<file path="src/hdl/pm_pkg.sv">
// ----------------------------------------------------------------------------
// pm_pkg
// Shared types and constants of the polynomial multiplier.
// ----------------------------------------------------------------------------
package pm_pkg;

    localparam int MAX_DEGREE   = 31;
    localparam int COEF_BITS    = 16;
    localparam int ADDR_BITS    = $clog2(MAX_DEGREE + 1);
    localparam int DEPTH        = MAX_DEGREE + 1;
    localparam int DEG_BITS     = 5;
    localparam int INDEX_BITS   = 5;
    localparam int VALUE_BITS   = 16;
    localparam int POWER_BITS   = 6;
    localparam int PRODUCT_BITS = 37;
    localparam int MUL_BITS     = 2 * COEF_BITS;
    localparam int APB_ADDR_BITS = 3;
    localparam int APB_DATA_BITS = 32;

    typedef logic signed [COEF_BITS-1:0]    t_coef;
    typedef logic signed [MUL_BITS-1:0]     t_mul;
    typedef logic signed [PRODUCT_BITS-1:0] t_acc;

    typedef enum logic [1:0] {
        CMD_LOAD_A = 2'd0,
        CMD_LOAD_B = 2'd1,
        CMD_RUN    = 2'd2
    } t_cmd;

    typedef enum logic {
        REG_DEGREE_A = 1'b0,
        REG_DEGREE_B = 1'b1
    } t_reg;

    typedef enum logic {
        ST_IDLE = 1'b0,
        ST_RUN  = 1'b1
    } t_state;

    typedef struct packed {
        logic                  first;
        logic                  k_end;
        logic                  run_last;
        logic [POWER_BITS-1:0] k;
    } t_tag;

    typedef struct packed {
        logic                 valid;
        logic [ADDR_BITS-1:0] addr_a;
        logic [ADDR_BITS-1:0] addr_b;
        t_tag                 tag;
    } t_issue;

endpackage

</file>
<file path="src/hdl/pm_seq.sv">
// ----------------------------------------------------------------------------
// pm_seq
// Term sequencer: walks every (i, k-i) pair of the convolution in ascending
// power order, issuing one coefficient pair per cycle while i_advance is high.
// ----------------------------------------------------------------------------
module pm_seq (
    input  logic                         i_clk,
    input  logic                         i_rst_n,
    input  logic                         i_start,
    input  logic                         i_advance,
    input  logic [pm_pkg::DEG_BITS-1:0]  i_degree_a,
    input  logic [pm_pkg::DEG_BITS-1:0]  i_degree_b,
    output logic                         o_busy,
    output pm_pkg::t_issue               o_issue
);

    pm_pkg::t_state                  r_state, n_state;
    logic [pm_pkg::POWER_BITS-1:0]   r_k, n_k;
    logic [pm_pkg::DEG_BITS-1:0]     r_i, n_i;

    logic [pm_pkg::POWER_BITS-1:0]   w_top;
    logic [pm_pkg::POWER_BITS-1:0]   w_deg_a_ext;
    logic [pm_pkg::POWER_BITS-1:0]   w_deg_b_ext;
    logic [pm_pkg::POWER_BITS-1:0]   w_i_ext;
    logic [pm_pkg::POWER_BITS-1:0]   w_j;
    logic [pm_pkg::DEG_BITS-1:0]     w_i_hi;
    logic [pm_pkg::POWER_BITS-1:0]   w_lo_cur_full;
    logic [pm_pkg::DEG_BITS-1:0]     w_lo_cur;
    logic [pm_pkg::POWER_BITS-1:0]   w_k_next;
    logic [pm_pkg::POWER_BITS-1:0]   w_lo_next_full;
    logic [pm_pkg::DEG_BITS-1:0]     w_lo_next;
    logic                            w_k_end;
    logic                            w_run_last;

    assign w_deg_a_ext   = {1'b0, i_degree_a};
    assign w_deg_b_ext   = {1'b0, i_degree_b};
    assign w_i_ext       = {1'b0, r_i};
    assign w_top         = w_deg_a_ext + w_deg_b_ext;
    assign w_j           = r_k - w_i_ext;
    assign w_i_hi        = (r_k < w_deg_a_ext) ? r_k[pm_pkg::DEG_BITS-1:0] : i_degree_a;
    assign w_lo_cur_full = (r_k > w_deg_b_ext) ? (r_k - w_deg_b_ext) : '0;
    assign w_lo_cur      = w_lo_cur_full[pm_pkg::DEG_BITS-1:0];
    assign w_k_next      = r_k + 1'b1;
    assign w_lo_next_full = (w_k_next > w_deg_b_ext) ? (w_k_next - w_deg_b_ext) : '0;
    assign w_lo_next     = w_lo_next_full[pm_pkg::DEG_BITS-1:0];
    assign w_k_end       = (r_i == w_i_hi);
    assign w_run_last    = (r_k == w_top);

    always_ff @(posedge i_clk) begin
        if (!i_rst_n) begin
            r_state <= pm_pkg::ST_IDLE;
            r_k     <= '0;
            r_i     <= '0;
        end else begin
            r_state <= n_state;
            r_k     <= n_k;
            r_i     <= n_i;
        end
    end

    always_comb begin
        n_state = r_state;
        n_k     = r_k;
        n_i     = r_i;
        case (r_state)
            pm_pkg::ST_IDLE: begin
                if (i_start) begin
                    n_state = pm_pkg::ST_RUN;
                    n_k     = '0;
                    n_i     = '0;
                end
            end
            pm_pkg::ST_RUN: begin
                if (i_advance) begin
                    if (w_k_end) begin
                        if (w_run_last) begin
                            n_state = pm_pkg::ST_IDLE;
                        end else begin
                            n_k = w_k_next;
                            n_i = w_lo_next;
                        end
                    end else begin
                        n_i = r_i + 1'b1;
                    end
                end
            end
            default: begin
                n_state = pm_pkg::ST_IDLE;
            end
        endcase
    end

    assign o_busy                = (r_state == pm_pkg::ST_RUN);
    assign o_issue.valid         = (r_state == pm_pkg::ST_RUN);
    assign o_issue.addr_a        = r_i[pm_pkg::ADDR_BITS-1:0];
    assign o_issue.addr_b        = w_j[pm_pkg::ADDR_BITS-1:0];
    assign o_issue.tag.first     = (r_i == w_lo_cur);
    assign o_issue.tag.k_end     = w_k_end;
    assign o_issue.tag.run_last  = w_run_last;
    assign o_issue.tag.k         = r_k;

`ifndef SYNTH
    a_i_in_range: assert property (@(posedge i_clk) disable iff (!i_rst_n)
        (r_state == pm_pkg::ST_RUN) |-> (r_i <= w_i_hi && r_i >= w_lo_cur))
        else $error("term index outside its power window");

    a_k_in_range: assert property (@(posedge i_clk) disable iff (!i_rst_n)
        (r_state == pm_pkg::ST_RUN) |-> (r_k <= w_top))
        else $error("power index past the top power");

    a_start_at_zero: assert property (@(posedge i_clk) disable iff (!i_rst_n)
        (r_state == pm_pkg::ST_IDLE && i_start) |=> (r_k == '0 && r_i == '0))
        else $error("run did not start at power zero");
`endif

endmodule

</file>
<file path="src/hdl/polynomial_multiply.sv">
// ----------------------------------------------------------------------------
// polynomial_multiply
// Integer polynomial multiplier by direct linear convolution.
// ----------------------------------------------------------------------------
// A load transfer writes one coefficient of A or B into its coefficient
// memory. A run transfer produces degree_a+degree_b+1 result transfers in
// ascending power order, last set on the highest power. It holds the input
// stall while its (degree_a+1)*(degree_b+1) product terms are issued, since
// each coefficient memory has one read port and one product term is issued
// per cycle while the output is not stalled. The last result then passes the
// read, multiply and accumulate registers. Input stall is high while a run
// issues terms; an output stall freezes the term pipeline.
module polynomial_multiply (
    input  logic                              i_clk,
    input  logic                              i_rst_n,
    input  logic                              i_valid,
    output logic                              o_stall,
    input  logic [1:0]                        i_cmd,
    input  logic [pm_pkg::INDEX_BITS-1:0]     i_coef_index,
    input  logic signed [pm_pkg::VALUE_BITS-1:0] i_coef_value,
    output logic                              o_valid,
    input  logic                              i_stall,
    output logic [pm_pkg::POWER_BITS-1:0]     o_power,
    output logic signed [pm_pkg::PRODUCT_BITS-1:0] o_product_coef,
    output logic                              o_last,
    input  logic                              psel,
    input  logic                              penable,
    input  logic                              pwrite,
    input  logic [pm_pkg::APB_ADDR_BITS-1:0]  paddr,
    input  logic [pm_pkg::APB_DATA_BITS-1:0]  pwdata,
    output logic [pm_pkg::APB_DATA_BITS-1:0]  prdata,
    output logic                              pready
);

    logic [pm_pkg::DEG_BITS-1:0]     r_degree_a;
    logic [pm_pkg::DEG_BITS-1:0]     r_degree_b;
    logic [pm_pkg::DEG_BITS-1:0]     w_wdeg;
    logic                            w_cfg_wr;

    pm_pkg::t_coef                   r_mem_a [pm_pkg::DEPTH];
    pm_pkg::t_coef                   r_mem_b [pm_pkg::DEPTH];
    pm_pkg::t_coef                   r_rd_a;
    pm_pkg::t_coef                   r_rd_b;

    logic                            w_accept;
    logic                            w_index_ok;
    logic                            w_load_a;
    logic                            w_load_b;
    logic                            w_start;
    logic [pm_pkg::ADDR_BITS-1:0]    w_wr_addr;
    pm_pkg::t_coef                   w_wr_data;

    logic                            w_busy;
    logic                            w_adv;
    pm_pkg::t_issue                  w_issue;

    logic                            r_p1_valid;
    pm_pkg::t_tag                    r_p1_tag;
    logic                            r_p2_valid;
    pm_pkg::t_tag                    r_p2_tag;
    pm_pkg::t_mul                    r_prod;
    pm_pkg::t_acc                    r_acc;
    pm_pkg::t_acc                    w_acc_sum;

    logic                            r_out_valid;
    logic [pm_pkg::POWER_BITS-1:0]   r_out_power;
    pm_pkg::t_acc                    r_out_coef;
    logic                            r_out_last;

    // configuration port
    assign pready   = 1'b1;
    assign w_cfg_wr = psel && penable && pwrite && pready;
    assign w_wdeg   = (pwdata[pm_pkg::DEG_BITS-1:0] > pm_pkg::DEG_BITS'(pm_pkg::MAX_DEGREE))
                    ? pm_pkg::DEG_BITS'(pm_pkg::MAX_DEGREE) : pwdata[pm_pkg::DEG_BITS-1:0];

    always_ff @(posedge i_clk) begin
        if (!i_rst_n) begin
            r_degree_a <= '0;
            r_degree_b <= '0;
        end else if (w_cfg_wr) begin
            case (pm_pkg::t_reg'(paddr[2]))
                pm_pkg::REG_DEGREE_A: r_degree_a <= w_wdeg;
                pm_pkg::REG_DEGREE_B: r_degree_b <= w_wdeg;
                default: begin
                end
            endcase
        end
    end

    always_comb begin
        case (pm_pkg::t_reg'(paddr[2]))
            pm_pkg::REG_DEGREE_A: prdata = pm_pkg::APB_DATA_BITS'(r_degree_a);
            pm_pkg::REG_DEGREE_B: prdata = pm_pkg::APB_DATA_BITS'(r_degree_b);
            default:              prdata = '0;
        endcase
    end

    // input decode
    assign o_stall    = w_busy;
    assign w_accept   = i_valid && !o_stall;
    assign w_index_ok = (i_coef_index <= pm_pkg::INDEX_BITS'(pm_pkg::MAX_DEGREE));
    assign w_wr_addr  = i_coef_index[pm_pkg::ADDR_BITS-1:0];
    assign w_wr_data  = pm_pkg::t_coef'(i_coef_value);

    always_comb begin
        w_load_a = 1'b0;
        w_load_b = 1'b0;
        w_start  = 1'b0;
        case (pm_pkg::t_cmd'(i_cmd))
            pm_pkg::CMD_LOAD_A: w_load_a = w_accept && w_index_ok;
            pm_pkg::CMD_LOAD_B: w_load_b = w_accept && w_index_ok;
            pm_pkg::CMD_RUN:    w_start  = w_accept;
            default: begin
            end
        endcase
    end

    assign w_adv = !r_out_valid || !i_stall;

    pm_seq u_seq (
        .i_clk      (i_clk),
        .i_rst_n    (i_rst_n),
        .i_start    (w_start),
        .i_advance  (w_adv),
        .i_degree_a (r_degree_a),
        .i_degree_b (r_degree_b),
        .o_busy     (w_busy),
        .o_issue    (w_issue)
    );

    // coefficient memories
    always_ff @(posedge i_clk) begin
        if (w_load_a) begin
            r_mem_a[w_wr_addr] <= w_wr_data;
        end
        if (w_adv) begin
            r_rd_a <= r_mem_a[w_issue.addr_a];
        end
    end

    always_ff @(posedge i_clk) begin
        if (w_load_b) begin
            r_mem_b[w_wr_addr] <= w_wr_data;
        end
        if (w_adv) begin
            r_rd_b <= r_mem_b[w_issue.addr_b];
        end
    end

    // term pipeline: read, multiply, accumulate
    assign w_acc_sum = (r_p2_tag.first ? pm_pkg::t_acc'(0) : r_acc)
                     + pm_pkg::t_acc'(r_prod);

    always_ff @(posedge i_clk) begin
        if (!i_rst_n) begin
            r_p1_valid  <= 1'b0;
            r_p2_valid  <= 1'b0;
            r_out_valid <= 1'b0;
        end else if (w_adv) begin
            r_p1_valid  <= w_issue.valid;
            r_p2_valid  <= r_p1_valid;
            r_out_valid <= r_p2_valid && r_p2_tag.k_end;
        end
    end

    always_ff @(posedge i_clk) begin
        if (w_adv) begin
            r_p1_tag <= w_issue.tag;
            r_p2_tag <= r_p1_tag;
            r_prod   <= r_rd_a * r_rd_b;
            if (r_p2_valid) begin
                r_acc <= w_acc_sum;
                if (r_p2_tag.k_end) begin
                    r_out_power <= r_p2_tag.k;
                    r_out_coef  <= w_acc_sum;
                    r_out_last  <= r_p2_tag.run_last;
                end
            end
        end
    end

    assign o_valid        = r_out_valid;
    assign o_power        = r_out_power;
    assign o_product_coef = r_out_coef;
    assign o_last         = r_out_last;

`ifndef SYNTH
    a_run_holds_input: assert property (@(posedge i_clk) disable iff (!i_rst_n)
        (i_valid && !o_stall && i_cmd == pm_pkg::CMD_RUN) |=> o_stall)
        else $error("run transfer did not stall the input");

    a_freeze_holds: assert property (@(posedge i_clk) disable iff (!i_rst_n)
        (!w_adv) |=> ($stable(r_p1_valid) && $stable(r_p2_valid)))
        else $error("term pipeline moved while output was stalled");

    a_end_emits: assert property (@(posedge i_clk) disable iff (!i_rst_n)
        (w_adv && r_p2_valid && r_p2_tag.k_end) |=> r_out_valid)
        else $error("finished coefficient not presented");
`endif

endmodule
</file>
<file path="config.mk">
export PLATFORM = sky130hd
export DESIGN_NAME = polynomial_multiply
export DESIGN_NICKNAME = d
export VERILOG_FILES = /design/src/hdl/pm_pkg.sv /design/src/hdl/pm_seq.sv /design/src/hdl/polynomial_multiply.sv
export SDC_FILE = /design/constraint.sdc
export NUM_CORES = 2
export LEC_CHECK = 0
export BUFFER_PORTS_ARGS = -buffer_cell sky130_fd_sc_hd__buf_2
export CELL_PAD_IN_SITES_DETAIL_PLACEMENT = 1
export CELL_PAD_IN_SITES_GLOBAL_PLACEMENT = 1
export CORE_MARGIN = 5
export CORE_UTILIZATION = 51
export CTS_BUF_LIST = sky130_fd_sc_hd__clkbuf_8
export DETAILED_ROUTE_END_ITERATION = 6
export PLACE_DENSITY_LB_ADDON = 0.1
export SYNTH_ARGS = -nofsm -noshare
export SYNTH_HDL_FRONTEND = slang
export SYNTH_SLANG_ARGS = --single-unit
</file>
<file path="constraint.sdc">
create_clock -name i_clk -period 5.6 [get_ports i_clk]
set_clock_uncertainty 0.05 [all_clocks]
set_input_delay 0.56 -clock i_clk [delete_from_list [all_inputs] [get_ports i_clk]]
set_output_delay 0.56 -clock i_clk [all_outputs]
set_load 0.005 [all_outputs]
</file>
==> flow_summary.yaml <==
min_path:
  min_to: "o_valid"
  min_from: "i_rst_n"
  holdPathStages: 2
  hp-class: "in -> reg"
critical_path:
  worstSetupPathType: "reg -> reg"
  timing.rr.end: "r_prod[28]"
  r2r_start: "r_rd_b[4]"
  crit_cells: 19
  crit_top_cell: "fa_1"
  critPathTopFamily: "adder cells"
  path_cells: "and2_4 -> fa_1 -> inv_1 -> fa_2 -> fa_1 -> fa_1 -> inv_1 -> fa_1 -> fa_1 -> ha_4 -> a21o_1 -> a21o_1 -> a21oi_2 -> o31ai_4 -> a31oi_2 -> buf_4 -> o21ai_2 -> o41ai_2 -> xnor2_1"
  rrSetupSlack_ns: -0.27
  start_kind: "register"
  crit_fanout: 6
  reg2reg_depth: 19
  slowest_stage: "fa_1"
  max_stage_delay_ns: 0.55
  required_ns: 6.13
  critical_path_arrival_ns: 6.40
  end_kind: "register"
  critPathBufInv: 3
grt:
  grt_pass1_wl_um: 218000
  grt_max_degree: 108
  antenna_found_initial: 9
  grt_usage_pct: 24.0
  grt-ovfl-total: 0
  grt_pass1_vias: 34600
run_status:
  violations: "setup timing"
  status: "complete, but fails checks"
timing:
  max_freq_ghz: 0.170
  finalCritPeriodShare_pct: 105
  setup_viol: 15
  tns_ns: -2.37
  slew_viol_final: 0
  period_needed_ns: 5.87
  slew_headroom_pct: 7.60
  fin_ws_ns: -0.266
  rsz0062_at_grt: "true"
  worst_pin_slew_ns: 1.39
  worst_hold_slack_ns: 0.136
  finalHoldViolations: 0
clock_network:
  cts.clk_slew.worst_paths_ns: 0.06
  clockBufferDepth: 3
  cts_tree: "yes"
  ctsHtreeMaxLevel: 4
  numCtsBuffers: 195
  clock_sinks: 1212
  clk_latency_ns: 0.87
  root_buffer: "clkbuf_8"
synthesis:
  synth.area.top_cells: "edfxtp_1, mux4_2, fa_1, ha_1, inv_1"
  syn_inst: 3407
  synth_compound_area_share_pct: 2.53
  synth_flop_cell: "edfxtp_1"
  yosys.area.top_type: "edfxtp_1"
  synth.distinct_cells: 72
  synthAdderAreaFrac_pct: 12.3
  synth_xor_area_share_pct: 1.47
  synth-edff-count: 1187
  ys_warn_count: 0
  synth.top_cell.area_share_pct: 61.2
  yosys-mux-area-fraction_pct: 13.0
  synthArstFlopShare_pct: 0
  syn_area_sq_um: 58200
  ys_seq_area_share_pct: 62.1
  yosys.area_share.simple_pct: 5.26
  syn_area_per_cell_sq_um: 17.1
  synth_top_family_by_area: "multiplexers"
  synth_seq_cells: 1212
job:
  maxCapViolations: 0
cells_and_area:
  layout.nets: 4304
  fin_area_sq_um: 66300
  fillers: 10400
  multi_input_area_sq_um: 20700
  synthToLayoutAreaGrowth_pct: 13.9
  utilization_pct: 58.3
  drive_above_1_share_pct: 26.7
  ff_latch_area_sq_um: 36200
detailed_routing:
  vias: 31200
  drt_first_pass_iters: 5
  drtIter0Drc: 2194
  ant_nets: 0
  drc: 0
  via_per_inst: 5.68
  wl_um: 144000
  routedWlPerCell_um: 26.2
place:
  gp_congestion: 0.834
  port_buffers: 86
  post-dp-hpwl_um: 95100
  dpl-instance-area_sq_um: 61800
die:
  die_area_sq_um: 121000
  initial_utilization_pct: 51.1
  std_cell_rows: 124
  io_pins: 144
  coreArea_sq_um: 114000
  fp.dieW_um: 348
  die_h_um: 348
state kept, by name (all words and copies together) (netlist names):
| signal | cells |
|---|---|
| o_power | 6 |
| r_mem_a | 512 |
| r_acc | 37 |
| r_rd_a | 16 |
| r_degree_b | 5 |
| o_valid | 1 |
| u_seq.r_k | 6 |
| r_mem_b | 512 |
| r_prod | 32 |
| r_p2_tag | 9 |
| r_p1_tag | 9 |
| o_last | 1 |
| o_product_coef | 37 |
| r_p2_valid | 1 |
| r_p1_valid | 1 |
| u_seq.r_i | 5 |
| u_seq.o_busy | 1 |
| r_degree_a | 5 |
| r_rd_b | 16 |
cells in the mapped netlist, drive strengths merged, types with 2 or more instances:
cell	instances
edfxtp	1187
inv	329
mux4	320
fa	267
nand2	208
ha	143
and2	129
nor2	109
clkbuf	90
xnor2	71
buf	70
a21oi	65
nor2b	56
o21ai	45
a21o	38
nand3	33
xor2	27
dfxtp	25
mux2	17
mux2i	17
nor3	15
a31oi	14
nand2b	14
and3	13
o211ai	10
o21bai	10
nand4	8
o21a	7
a21boi	6
or3	6
nand3b	5
nor4	5
a211oi	4
o22ai	4
nor3b	3
o2bb2ai	3
a31o	2
and4	2
conb	2
nor4b	2
nor4bb	2
o211a	2
o31ai	2
o32ai	2
or3b	2
cell families after synthesis:
| logic type | count (synthesis) |
|---|---|
| multiplexers | 354 |
| buffers and inverters | 489 |
| other | 2 |
| adder cells (fa/ha/maj) | 410 |
| flip-flops | 1212 |
| AO/OA/AOI/OAI | 227 |
| XOR/XNOR | 98 |
| AND/OR/NAND/NOR | 615 |
metal layers:
layer / global-route usage [%] / vias up / part of all wire, %
li1: - / 13500 / -
met5: 0 / - / 0.019
met3: 4.86 / 197 / 6.1
met2: 40.3 / 901 / 50
met4: 6.39 / 4 / 2.4
met1: 32.4 / 16600 / 41
per-stage QoR:
stage,std cells,setup slack (ns)
6_report,5502,-0.266
5_1_grt,5501,-0.445
4_1_cts,5488,-0.265
3_5_place_dp,5096,-0.470
3_3_place_gp,5096,-0.290
2_1_floorplan,3433,-0.00624
worst max path at each step:
| stage | from | endpoint | slack (ns) |
|---|---|---|---|
| floorplan | r_rd_a[15] | r_prod[28] | -0.006 |
| global placement | r_rd_b[4] | r_prod[29] | -0.29 |
| detailed placement | r_rd_b[4] | r_prod[21] | -0.47 |
| CTS | r_rd_a[7] | r_prod[28] | -0.26 |
| global route | r_rd_a[7] | r_prod[28] | -0.45 |
| finish | r_rd_b[4] | r_prod[28] | -0.27 |
layout by cell type (no fill, tap or decap), types with 16 or more instances in the layout:
cell type | synthesis | routed
xor2_1 | 27 | 26
a21o_1 | 37 | 37
clkinv_1 | 0 | 51
clkbuf_8 | 0 | 203
mux2i_1 | 17 | 17
nand3_1 | 32 | 29
buf_6 | 0 | 23
o21ai_0 | 41 | 36
buf_4 | 29 | 232
xnor2_1 | 71 | 68
nor2_1 | 109 | 105
a21oi_1 | 63 | 51
nor2b_1 | 56 | 55
mux4_2 | 320 | 320
conb_1 | 2 | 28
ha_1 | 143 | 129
and2_1 | 129 | 114
dfxtp_1 | 25 | 22
fa_1 | 267 | 250
inv_1 | 328 | 369
nand2_1 | 208 | 203
edfxtp_1 | 1187 | 1187
mux2_2 | 17 | 17
fa_2 | 0 | 16
buf_2 | 29 | 86
clkinv_2 | 0 | 24
area by class of cell:
class	instances	share of cell area, %
clock buffer	203	4.21
inverter	329	1.87
clock inverter	150	1.21
timing repair buffer	359	4.13
antenna	5	0.0189
tap	1512	2.85
multi-input combinational	1732	31.2
sequential	1212	54.5
timing repair:
item	in CTS	in global routing
hold endpoints to repair	10	0
resized for setup	81	46
hold buffers	5	0
pin swaps	49	42
gates cloned	1	0
buffers inserted	33	11
setup endpoints to repair	17	18
Power is left out: the tool's default activity adds up to more than one toggle a clock period on the data nets, which glitch-free logic cannot reach.
